File: src/sv/integer_literal_parser_top_assert.svh
// Assertion macros shared by the parser modules.
// Each macro samples on aclk and is switched off while aresetn is low.
`ifndef INTEGER_LITERAL_PARSER_TOP_ASSERT_SVH
`define INTEGER_LITERAL_PARSER_TOP_ASSERT_SVH

// Same-cycle implication.
`define ILP_ASSERT_IMP(lbl, ante, cons, msg) \
    lbl: assert property (@(posedge aclk) disable iff (!aresetn) (ante) |-> (cons)) \
        else $error(msg);

// Next-cycle implication.
`define ILP_ASSERT_NXT(lbl, ante, cons, msg) \
    lbl: assert property (@(posedge aclk) disable iff (!aresetn) (ante) |=> (cons)) \
        else $error(msg);

`endif

File: src/sv/ilp_pkg.sv
`timescale 1ns / 1ps
`default_nettype none

package ilp_pkg;

    // Character classes seen by the scanner
    typedef enum logic [2:0] {
        KIND_SPACE,
        KIND_MINUS,
        KIND_ZERO,
        KIND_DIGIT,
        KIND_LETX,
        KIND_HEXL,
        KIND_OTHER
    } char_kind_t;

    // Result status codes
    typedef enum logic [1:0] {
        STATUS_OK   = 2'd0,
        STATUS_SYN  = 2'd1,
        STATUS_UOVF = 2'd2,
        STATUS_SOVF = 2'd3
    } status_t;

    // One classified character as it travels from front to back
    typedef struct packed {
        char_kind_t  kind;
        logic [3:0]  digit;
        logic        last;
    } char_item_t;

    localparam int unsigned CHAR_W  = 8;
    localparam int unsigned VALUE_W = 64;
    localparam int unsigned DIGIT_W = 4;

    localparam logic [CHAR_W-1:0] CH_SPACE = 8'h20;
    localparam logic [CHAR_W-1:0] CH_MINUS = 8'h2D;
    localparam logic [CHAR_W-1:0] CH_ZERO  = 8'h30;
    localparam logic [CHAR_W-1:0] CH_NINE  = 8'h39;
    localparam logic [CHAR_W-1:0] CH_LOWX  = 8'h78;
    localparam logic [CHAR_W-1:0] CH_LOWA  = 8'h61;
    localparam logic [CHAR_W-1:0] CH_LOWF  = 8'h66;

endpackage

`default_nettype wire

File: src/sv/ilp_classify.sv
`timescale 1ns / 1ps
`default_nettype none

module ilp_classify (
    input  wire logic [ilp_pkg::CHAR_W-1:0] char_code,
    input  wire logic                       last_char,
    output ilp_pkg::char_item_t             item
);

    // Sort the character into its scanner class and extract its digit value
    always_comb begin
        item.last  = last_char;
        item.digit = char_code[ilp_pkg::DIGIT_W-1:0];
        if (char_code == ilp_pkg::CH_SPACE) begin
            item.kind = ilp_pkg::KIND_SPACE;
        end else if (char_code == ilp_pkg::CH_MINUS) begin
            item.kind = ilp_pkg::KIND_MINUS;
        end else if (char_code == ilp_pkg::CH_ZERO) begin
            item.kind = ilp_pkg::KIND_ZERO;
        end else if (char_code > ilp_pkg::CH_ZERO && char_code <= ilp_pkg::CH_NINE) begin
            item.kind = ilp_pkg::KIND_DIGIT;
        end else if (char_code == ilp_pkg::CH_LOWX) begin
            item.kind = ilp_pkg::KIND_LETX;
        end else if (char_code >= ilp_pkg::CH_LOWA && char_code <= ilp_pkg::CH_LOWF) begin
            // 'a' has low nibble 1, so add nine to reach ten
            item.kind  = ilp_pkg::KIND_HEXL;
            item.digit = char_code[ilp_pkg::DIGIT_W-1:0] + 4'd9;
        end else begin
            item.kind = ilp_pkg::KIND_OTHER;
        end
    end

endmodule

`default_nettype wire

File: src/sv/ilp_queue.sv
`timescale 1ns / 1ps
`default_nettype none

module ilp_queue #(
    parameter int unsigned DEPTH = 2
) (
    input  wire logic                aclk,
    input  wire logic                aresetn,
    input  wire logic                in_valid,
    output logic                     in_ready,
    input  wire ilp_pkg::char_item_t in_item,
    output logic                     out_valid,
    input  wire logic                out_ready,
    output ilp_pkg::char_item_t      out_item
);

`include "integer_literal_parser_top_assert.svh"

    localparam int unsigned PTR_W = (DEPTH > 1) ? $clog2(DEPTH) : 1;
    localparam int unsigned CNT_W = $clog2(DEPTH + 1);
    localparam logic [PTR_W-1:0] PTR_LAST = PTR_W'(DEPTH - 1);
    localparam logic [CNT_W-1:0] CNT_FULL = CNT_W'(DEPTH);

    ilp_pkg::char_item_t slot_reg [DEPTH];
    logic [PTR_W-1:0] wr_ptr_reg, wr_ptr_next;
    logic [PTR_W-1:0] rd_ptr_reg, rd_ptr_next;
    logic [CNT_W-1:0] count_reg, count_next;
    logic             push, pop;

    assign in_ready  = (count_reg != CNT_FULL);
    assign out_valid = (count_reg != '0);
    assign out_item  = slot_reg[rd_ptr_reg];
    assign push      = in_valid && in_ready;
    assign pop       = out_valid && out_ready;

    // Advance pointers and occupancy
    always_comb begin
        wr_ptr_next = wr_ptr_reg;
        rd_ptr_next = rd_ptr_reg;
        count_next  = count_reg;
        if (push) begin
            wr_ptr_next = (wr_ptr_reg == PTR_LAST) ? '0 : wr_ptr_reg + 1'b1;
        end
        if (pop) begin
            rd_ptr_next = (rd_ptr_reg == PTR_LAST) ? '0 : rd_ptr_reg + 1'b1;
        end
        if (push && !pop) begin
            count_next = count_reg + 1'b1;
        end else if (pop && !push) begin
            count_next = count_reg - 1'b1;
        end
    end

    always_ff @(posedge aclk) begin
        if (!aresetn) begin
            wr_ptr_reg <= '0;
            rd_ptr_reg <= '0;
            count_reg  <= '0;
        end else begin
            wr_ptr_reg <= wr_ptr_next;
            rd_ptr_reg <= rd_ptr_next;
            count_reg  <= count_next;
        end
    end

    // Write the request into its slot
    always_ff @(posedge aclk) begin
        if (push) begin
            slot_reg[wr_ptr_reg] <= in_item;
        end
    end

    `ILP_ASSERT_IMP(a_cnt_bound, 1'b1, count_reg <= CNT_FULL, "queue count beyond depth")
    `ILP_ASSERT_IMP(a_ptr_agree, count_reg == '0 || count_reg == CNT_FULL, wr_ptr_reg == rd_ptr_reg, "pointers disagree with count")
    `ILP_ASSERT_NXT(a_cnt_step, push && !pop, count_reg == $past(count_reg) + 1'b1, "push lost")

endmodule

`default_nettype wire

File: src/sv/ilp_exec.sv
`timescale 1ns / 1ps
`default_nettype none

module ilp_exec (
    input  wire logic                         aclk,
    input  wire logic                         aresetn,
    input  wire logic                         in_valid,
    output logic                              in_ready,
    input  wire ilp_pkg::char_item_t          in_item,
    output logic                              out_valid,
    input  wire logic                         out_ready,
    output logic [ilp_pkg::VALUE_W-1:0]       out_value,
    output ilp_pkg::status_t                  out_status
);

`include "integer_literal_parser_top_assert.svh"

    localparam int unsigned WIDE_W = ilp_pkg::VALUE_W + 4;

    typedef enum logic [2:0] {
        ST_START,
        ST_ZERO,
        ST_DEC,
        ST_MINUS,
        ST_HEX0,
        ST_HEX,
        ST_FAIL
    } scan_state_t;

    scan_state_t                  state_reg, state_next;
    logic [ilp_pkg::VALUE_W-1:0]  mag_reg, mag_next;
    logic                         neg_reg, neg_next;
    ilp_pkg::status_t             err_reg, err_next;

    logic                         out_valid_reg, out_valid_next;
    logic [ilp_pkg::VALUE_W-1:0]  out_mag_reg, out_mag_next;
    logic                         out_neg_reg, out_neg_next;
    ilp_pkg::status_t             out_status_reg, out_status_next;

    logic                         pop;
    logic                         is_dec;
    logic [WIDE_W-1:0]            mag_wide;
    logic [WIDE_W-1:0]            dec_wide;
    logic                         dec_ovf;
    logic                         hex_ovf;
    logic                         res_ok;
    ilp_pkg::status_t             res_status;

    // A character that ends a literal needs a free output register
    assign in_ready = !in_item.last || !out_valid_reg || out_ready;
    assign pop      = in_valid && in_ready;

    // Decimal step: ten times the magnitude plus the digit, overflow in the top nibble
    assign is_dec   = (in_item.kind == ilp_pkg::KIND_ZERO) ||
                      (in_item.kind == ilp_pkg::KIND_DIGIT);
    assign mag_wide = {4'b0, mag_reg};
    assign dec_wide = (mag_wide << 3) + (mag_wide << 1) +
                      {{(WIDE_W - ilp_pkg::DIGIT_W){1'b0}}, in_item.digit};
    assign dec_ovf  = |dec_wide[WIDE_W-1:ilp_pkg::VALUE_W];
    assign hex_ovf  = |mag_reg[ilp_pkg::VALUE_W-1:ilp_pkg::VALUE_W-4];

    // Scanner transition for the popped character
    always_comb begin
        state_next = state_reg;
        mag_next   = mag_reg;
        neg_next   = neg_reg;
        err_next   = err_reg;
        case (state_reg)
            ST_START: begin
                case (in_item.kind)
                    ilp_pkg::KIND_SPACE: begin
                    end
                    ilp_pkg::KIND_MINUS: begin
                        neg_next   = 1'b1;
                        state_next = ST_MINUS;
                    end
                    ilp_pkg::KIND_ZERO: begin
                        mag_next   = '0;
                        state_next = ST_ZERO;
                    end
                    ilp_pkg::KIND_DIGIT: begin
                        mag_next   = {{(ilp_pkg::VALUE_W - ilp_pkg::DIGIT_W){1'b0}},
                                      in_item.digit};
                        state_next = ST_DEC;
                    end
                    default: begin
                        state_next = ST_FAIL;
                        err_next   = ilp_pkg::STATUS_SYN;
                    end
                endcase
            end
            ST_MINUS: begin
                case (in_item.kind)
                    ilp_pkg::KIND_ZERO: begin
                        mag_next   = '0;
                        state_next = ST_ZERO;
                    end
                    ilp_pkg::KIND_DIGIT: begin
                        mag_next   = {{(ilp_pkg::VALUE_W - ilp_pkg::DIGIT_W){1'b0}},
                                      in_item.digit};
                        state_next = ST_DEC;
                    end
                    default: begin
                        state_next = ST_FAIL;
                        err_next   = ilp_pkg::STATUS_SYN;
                    end
                endcase
            end
            ST_ZERO, ST_DEC: begin
                if (is_dec) begin
                    if (dec_ovf) begin
                        state_next = ST_FAIL;
                        err_next   = ilp_pkg::STATUS_UOVF;
                    end else begin
                        mag_next   = dec_wide[ilp_pkg::VALUE_W-1:0];
                        state_next = ST_DEC;
                    end
                end else if (state_reg == ST_ZERO && in_item.kind == ilp_pkg::KIND_LETX) begin
                    state_next = ST_HEX0;
                end else begin
                    state_next = ST_FAIL;
                    err_next   = ilp_pkg::STATUS_SYN;
                end
            end
            ST_HEX0, ST_HEX: begin
                if (is_dec || in_item.kind == ilp_pkg::KIND_HEXL) begin
                    if (hex_ovf) begin
                        state_next = ST_FAIL;
                        err_next   = ilp_pkg::STATUS_UOVF;
                    end else begin
                        mag_next   = {mag_reg[ilp_pkg::VALUE_W-5:0], in_item.digit};
                        state_next = ST_HEX;
                    end
                end else begin
                    state_next = ST_FAIL;
                    err_next   = ilp_pkg::STATUS_SYN;
                end
            end
            default: begin
            end
        endcase
    end

    // Status of a literal that ends with this character
    always_comb begin
        if (state_next == ST_FAIL) begin
            res_status = err_next;
        end else if (neg_next && mag_next[ilp_pkg::VALUE_W-1]) begin
            res_status = ilp_pkg::STATUS_SOVF;
        end else begin
            res_status = ilp_pkg::STATUS_OK;
        end
        res_ok = (res_status == ilp_pkg::STATUS_OK);
    end

    // Load the output register on a final character, drop it once taken
    always_comb begin
        out_valid_next  = out_valid_reg && !out_ready;
        out_mag_next    = out_mag_reg;
        out_neg_next    = out_neg_reg;
        out_status_next = out_status_reg;
        if (pop && in_item.last) begin
            out_valid_next  = 1'b1;
            out_mag_next    = res_ok ? mag_next : '0;
            out_neg_next    = res_ok && neg_next;
            out_status_next = res_status;
        end
    end

    always_ff @(posedge aclk) begin
        if (!aresetn) begin
            state_reg     <= ST_START;
            mag_reg       <= '0;
            neg_reg       <= 1'b0;
            err_reg       <= ilp_pkg::STATUS_OK;
            out_valid_reg <= 1'b0;
        end else begin
            out_valid_reg <= out_valid_next;
            if (pop) begin
                if (in_item.last) begin
                    state_reg <= ST_START;
                    mag_reg   <= '0;
                    neg_reg   <= 1'b0;
                    err_reg   <= ilp_pkg::STATUS_OK;
                end else begin
                    state_reg <= state_next;
                    mag_reg   <= mag_next;
                    neg_reg   <= neg_next;
                    err_reg   <= err_next;
                end
            end
        end
        out_mag_reg    <= out_mag_next;
        out_neg_reg    <= out_neg_next;
        out_status_reg <= out_status_next;
    end

    // Negate on the way out
    assign out_valid  = out_valid_reg;
    assign out_value  = out_neg_reg ? (ilp_pkg::VALUE_W'(0) - out_mag_reg) : out_mag_reg;
    assign out_status = out_status_reg;

    `ILP_ASSERT_IMP(a_fail_err, state_reg == ST_FAIL, err_reg != ilp_pkg::STATUS_OK, "failed without error code")
    `ILP_ASSERT_IMP(a_start_clear, state_reg == ST_START, mag_reg == '0 && !neg_reg, "start state holds stale data")
    `ILP_ASSERT_IMP(a_err_zero, out_valid_reg && out_status_reg != ilp_pkg::STATUS_OK, out_mag_reg == '0 && !out_neg_reg, "error result carries a value")
    `ILP_ASSERT_NXT(a_last_reset, pop && in_item.last, state_reg == ST_START && out_valid_reg, "final character did not restart scan")

endmodule

`default_nettype wire

File: src/sv/integer_literal_parser_top.sv
// Channel  Dir  Bus fields (low bit up)             Meaning
// s_       in   tdata: char_code[7:0]; tlast        one literal character, last of literal
// m_       out  tdata: value[63:0], status[65:64]   parsed value and status, one per literal
//
// One character per cycle while s_tready is high; the scanner step (multiply by ten, add,
// compare) is combinational. m_tvalid rises once the final character, written into the
// queue, has been run through the scanner into the output register.
// Reset is synchronous (aresetn low) and returns the scanner to its start state at once.
// A waiting result holds the next final character at the queue head; s_tready falls once
// QUEUE_DEPTH characters, that one included, are queued.
`timescale 1ns / 1ps
`default_nettype none

module integer_literal_parser_top #(
    parameter int unsigned QUEUE_DEPTH = 2
) (
    input  wire logic        aclk,
    input  wire logic        aresetn,
    input  wire logic        s_tvalid,
    output logic             s_tready,
    input  wire logic [7:0]  s_tdata,   // [7:0] char_code
    input  wire logic        s_tlast,   // last_char
    output logic             m_tvalid,
    input  wire logic        m_tready,
    output logic [71:0]      m_tdata    // [63:0] value, [65:64] status, [71:66] zero
);

    ilp_pkg::char_item_t              front_item;
    ilp_pkg::char_item_t              back_item;
    logic                             back_valid;
    logic                             back_ready;
    logic [ilp_pkg::VALUE_W-1:0]      res_value;
    ilp_pkg::status_t                 res_status;

    // Classify each incoming character
    ilp_classify u_classify (
        .char_code (s_tdata),
        .last_char (s_tlast),
        .item      (front_item)
    );

    // Decouple the classifier from the scanner
    ilp_queue #(
        .DEPTH (QUEUE_DEPTH)
    ) u_queue (
        .aclk      (aclk),
        .aresetn   (aresetn),
        .in_valid  (s_tvalid),
        .in_ready  (s_tready),
        .in_item   (front_item),
        .out_valid (back_valid),
        .out_ready (back_ready),
        .out_item  (back_item)
    );

    // Run the scanner and hold the result
    ilp_exec u_exec (
        .aclk       (aclk),
        .aresetn    (aresetn),
        .in_valid   (back_valid),
        .in_ready   (back_ready),
        .in_item    (back_item),
        .out_valid  (m_tvalid),
        .out_ready  (m_tready),
        .out_value  (res_value),
        .out_status (res_status)
    );

    assign m_tdata = {6'b0, res_status, res_value};

endmodule

`default_nettype wire

File: config.mk
export PLATFORM = sky130hd
export DESIGN_NAME = integer_literal_parser_top
export DESIGN_NICKNAME = d
export VERILOG_FILES = /design/src/sv/ilp_pkg.sv /design/src/sv/ilp_classify.sv /design/src/sv/ilp_queue.sv /design/src/sv/ilp_exec.sv /design/src/sv/integer_literal_parser_top.sv
export VERILOG_INCLUDE_DIRS = /design/src /design/src/sv
export SDC_FILE = /design/constraint.sdc
export NUM_CORES = 1
export LEC_CHECK = 0
export ABC_AREA = 1
export BUFFER_PORTS_ARGS = -buffer_cell sky130_fd_sc_hd__buf_2
export CAP_MARGIN = 20
export CELL_PAD_IN_SITES_DETAIL_PLACEMENT = 0
export CELL_PAD_IN_SITES_GLOBAL_PLACEMENT = 1
export CORE_UTILIZATION = 49
export DETAILED_ROUTE_END_ITERATION = 8
export GPL_ROUTABILITY_DRIVEN = 0
export GPL_TIMING_DRIVEN = 0
export PLACE_DENSITY = 0.94
export SYNTH_ARGS = -nofsm -noshare
export SYNTH_HDL_FRONTEND = slang
export SYNTH_SLANG_ARGS = --single-unit
File: constraint.sdc
create_clock -name aclk -period 10.2 [get_ports aclk]
set_input_delay 0.51 -clock aclk [delete_from_list [all_inputs] [get_ports aclk]]
set_output_delay 0.51 -clock aclk [all_outputs]
set_load 0.03 [all_outputs]
==> metrics.txt <==
H-tree depth 4; minimum clock period 5.078 ns; Layout Skew 0.01694 ns; core area 31800 um2; Final Instance Area 17600 um2; CP arrival 5.27 ns; DR WL/cell 16.53 um; total grt overflow 0; period utilization 0.4979; Leakage 8.044 nW; crit path max fanout 10; Worst Setup Slack, final 5.122 ns; Initial DRT Pass Iterations 5; post-route insts no fill 2941; CP Capture Type flop; Synth Area per Inst 6.697 um2; power share of the combinational group 0.560; Synth Cell Area 16000 um2; detailed-route DRC error count 0; measured slew at the worst slew-check pin 0.8426 ns; cell count after placement 2909; Final HPWL DP 39720 um; critical path class flop to flop; CTS root buf clkbuf_16; clk slew on worst S/H paths 0.07 ns; vias in the first global route 15070; Cells after Synth 2389; layout cells sized above 1 0.1014; CP required 10.40 ns; # resized after CTS 0; WP buf/inv 3; Post-Place Setup Slack 5.235 ns; Die Y 182.7 um; final WL 48600 um; synthesis-to-layout area growth 10.01%; Core Util, Final 0.5535; pwr dens 205.0 nW/um2; Iter 0 DRT Violations 1442; Switching Share 0.5234; worst vdd ir 0.1668 mV; worst min path class input port to flop; Hold Crit Start s_tlast; max_cap viols 0; most common cell after layout, fill and taps aside nand2_1; asr flop ratio synth 0; Clk network pwr share 0.185; slowest stage cell, crit path fa_1; Final setup viols 0; most frequent cells in the layout nand2_1, inv_1, nor2_1; fmax 196.9 MHz; Yosys top cell by area nand2_1; wire length of the first global-routing pass 77580 um; slowest stage delay, CP 0.56 ns; Buffers on Ports 79; CTS Buf Count 17; Synth Flop Type edfxtp_1; Ys Warns 0; final hold violations 0; CTS Sinks 159; vias per cell 5.448; Starting Density 0.5031; post-synthesis sequential area ratio 0.2509; Worst-Skew Late Latency 0.45 ns; largest net degree at the start of global routing 50; status finished, final reports clean; postcts setup bufs 0; EDFF count, synth 83; max-slew violations 0; sequential power share 0.255; top cells by area, synth nand2_1, edfxtp_1, ha_1, dfxtp_1, inv_1; Top delay family on crit path simple AND/OR/NAND/NOR gates; Die X 182.7 um; share of the synthesized area in the top cell type 0.1703; GRT Util Overall 0.2945; Clock Tree Buf Depth 2; Antenna diodes 0; headroom to the max-slew limit 0.4362; Net count, final 2642; Final ANT Viol Nets 0; via count 16020; Ports 87; Int Pwr 1.719 mW; unrepaired setup endpoints after global routing false; setup_tns 0 ns; FP Rows 65; crit start category flop; synth unique cells 54; Net Sw Power 1.888 mW; Die ar. 33380 um2; count of hold-fix buffers inserted at cts 0; #FFs+latches synth 159; TritonCTS clock tree built; Power Total 3.607 mW; final hold slack 0.2699 ns; initial antenna violation count 0; Crit path top cell by count nand2_1; Placed Area 16980 um2
## cell families after synthesis
family	synth area share
simple gates	0.3507
mux	0.0006257
buf+inv	0.1003
other cells	0.0002344
flops	0.2509
compound gates	0.1254
fa+ha+maj	0.1073
xor+xnor	0.06460
## routing by layer
metal | wire length [um] | vias up | share of wire | global-route usage
met1 | 22400 | 7326 | 0.46 | 0.4109
met4 | 1278 | 0 | 0.026 | 0.09748
met3 | 3358 | 81 | 0.069 | 0.02993
li1 | - | 7976 | - | -
met2 | 21560 | 639 | 0.44 | 0.4745
met5 | 0 | - | 0 | 0
## final cells by class
| class | count | area (um2) |
|---|---|---|
| Clock buffer | 17 | 425.4 |
| Sequential cell | 159 | 4014 |
| Multi-Input combinational cell | 1845 | 10400 |
| Tap cell | 435 | 544.3 |
| Fill cell | 3092 | 14200 |
| Clock inverter | 15 | 197.7 |
| Buffer | 69 | 400.4 |
| Inverter | 321 | 1205 |
| Timing Repair Buffer | 80 | 415.4 |
## cells in the mapped netlist (2+ instances only)
cell / count
nor2_4: 61
buf_1: 4
a221oi_1: 10
ha_1: 134
a21boi_0: 2
inv_2: 13
buf_12: 6
o21ai_1: 2
o211ai_1: 15
buf_2: 11
nand3_4: 2
a21oi_1: 158
nand3_2: 2
o2111ai_1: 2
a21o_1: 4
nor2_1: 219
nand3_1: 119
xnor2_1: 56
nand2_1: 726
or2_2: 8
or2_1: 2
nand2_2: 14
inv_1: 307
and3_1: 6
o21ai_2: 2
o21a_1: 2
a22oi_1: 49
nand4_1: 19
nor2_2: 8
buf_4: 8
clkbuf_1: 40
o21ai_0: 57
edfxtp_1: 83
dfxtp_1: 76
nand3b_1: 5
o21bai_1: 17
nor3_1: 25
nor4_1: 22
o31ai_1: 2
xor2_1: 62
fa_1: 2
and2_1: 3
a31oi_1: 13
## power groups by stage
stage                     clock [mW]  sequential, mW  combinational [mW]
after floorplan                    0           0.913                1.53
after CTS                      0.672           0.917                2.02
final                          0.666           0.920                2.02
after global routing           0.696           0.934                2.16
after global placement             0           0.934                1.97
after detailed placement           0           0.931                2.01
## worst register-to-register path, stage by stage (launching register included)
cell and delay, ns:
dfxtp_1 0.31, buf_4 0.17, mux2i_1 0.52, fa_1 0.56, fa_1 0.48, inv_1 0.09, nand2_1 0.05, nand2_1 0.08
nand3_1 0.08, nand2_1 0.16, nand2_1 0.08, nand2_1 0.19, nand2_1 0.10, nand2_2 0.18, nand2_2 0.10, nand2_1 0.09
nand2_1 0.05, nand2_1 0.05, nand2_1 0.05, nor2_1 0.40, nand4_1 0.15, nand3_1 0.18, nand4_2 0.16, nand3_4 0.26
buf_12 0.23, nor2_4 0.04
## final timing paths
path	to	slack [ns]	depth (start not counted)
min	u_queue.slot_reg[1][0]$_DFFE_PP_	0.27	1
max	u_exec.out_mag_reg[30]$_SDFFCE_PP0P_	5.12	25
max reg2reg	u_exec.out_mag_reg[30]$_SDFFCE_PP0P_	5.12	25
min reg2reg	u_queue.rd_ptr_reg$_SDFFE_PN0P_	0.45	1
(Power assumes the default switching activity.)
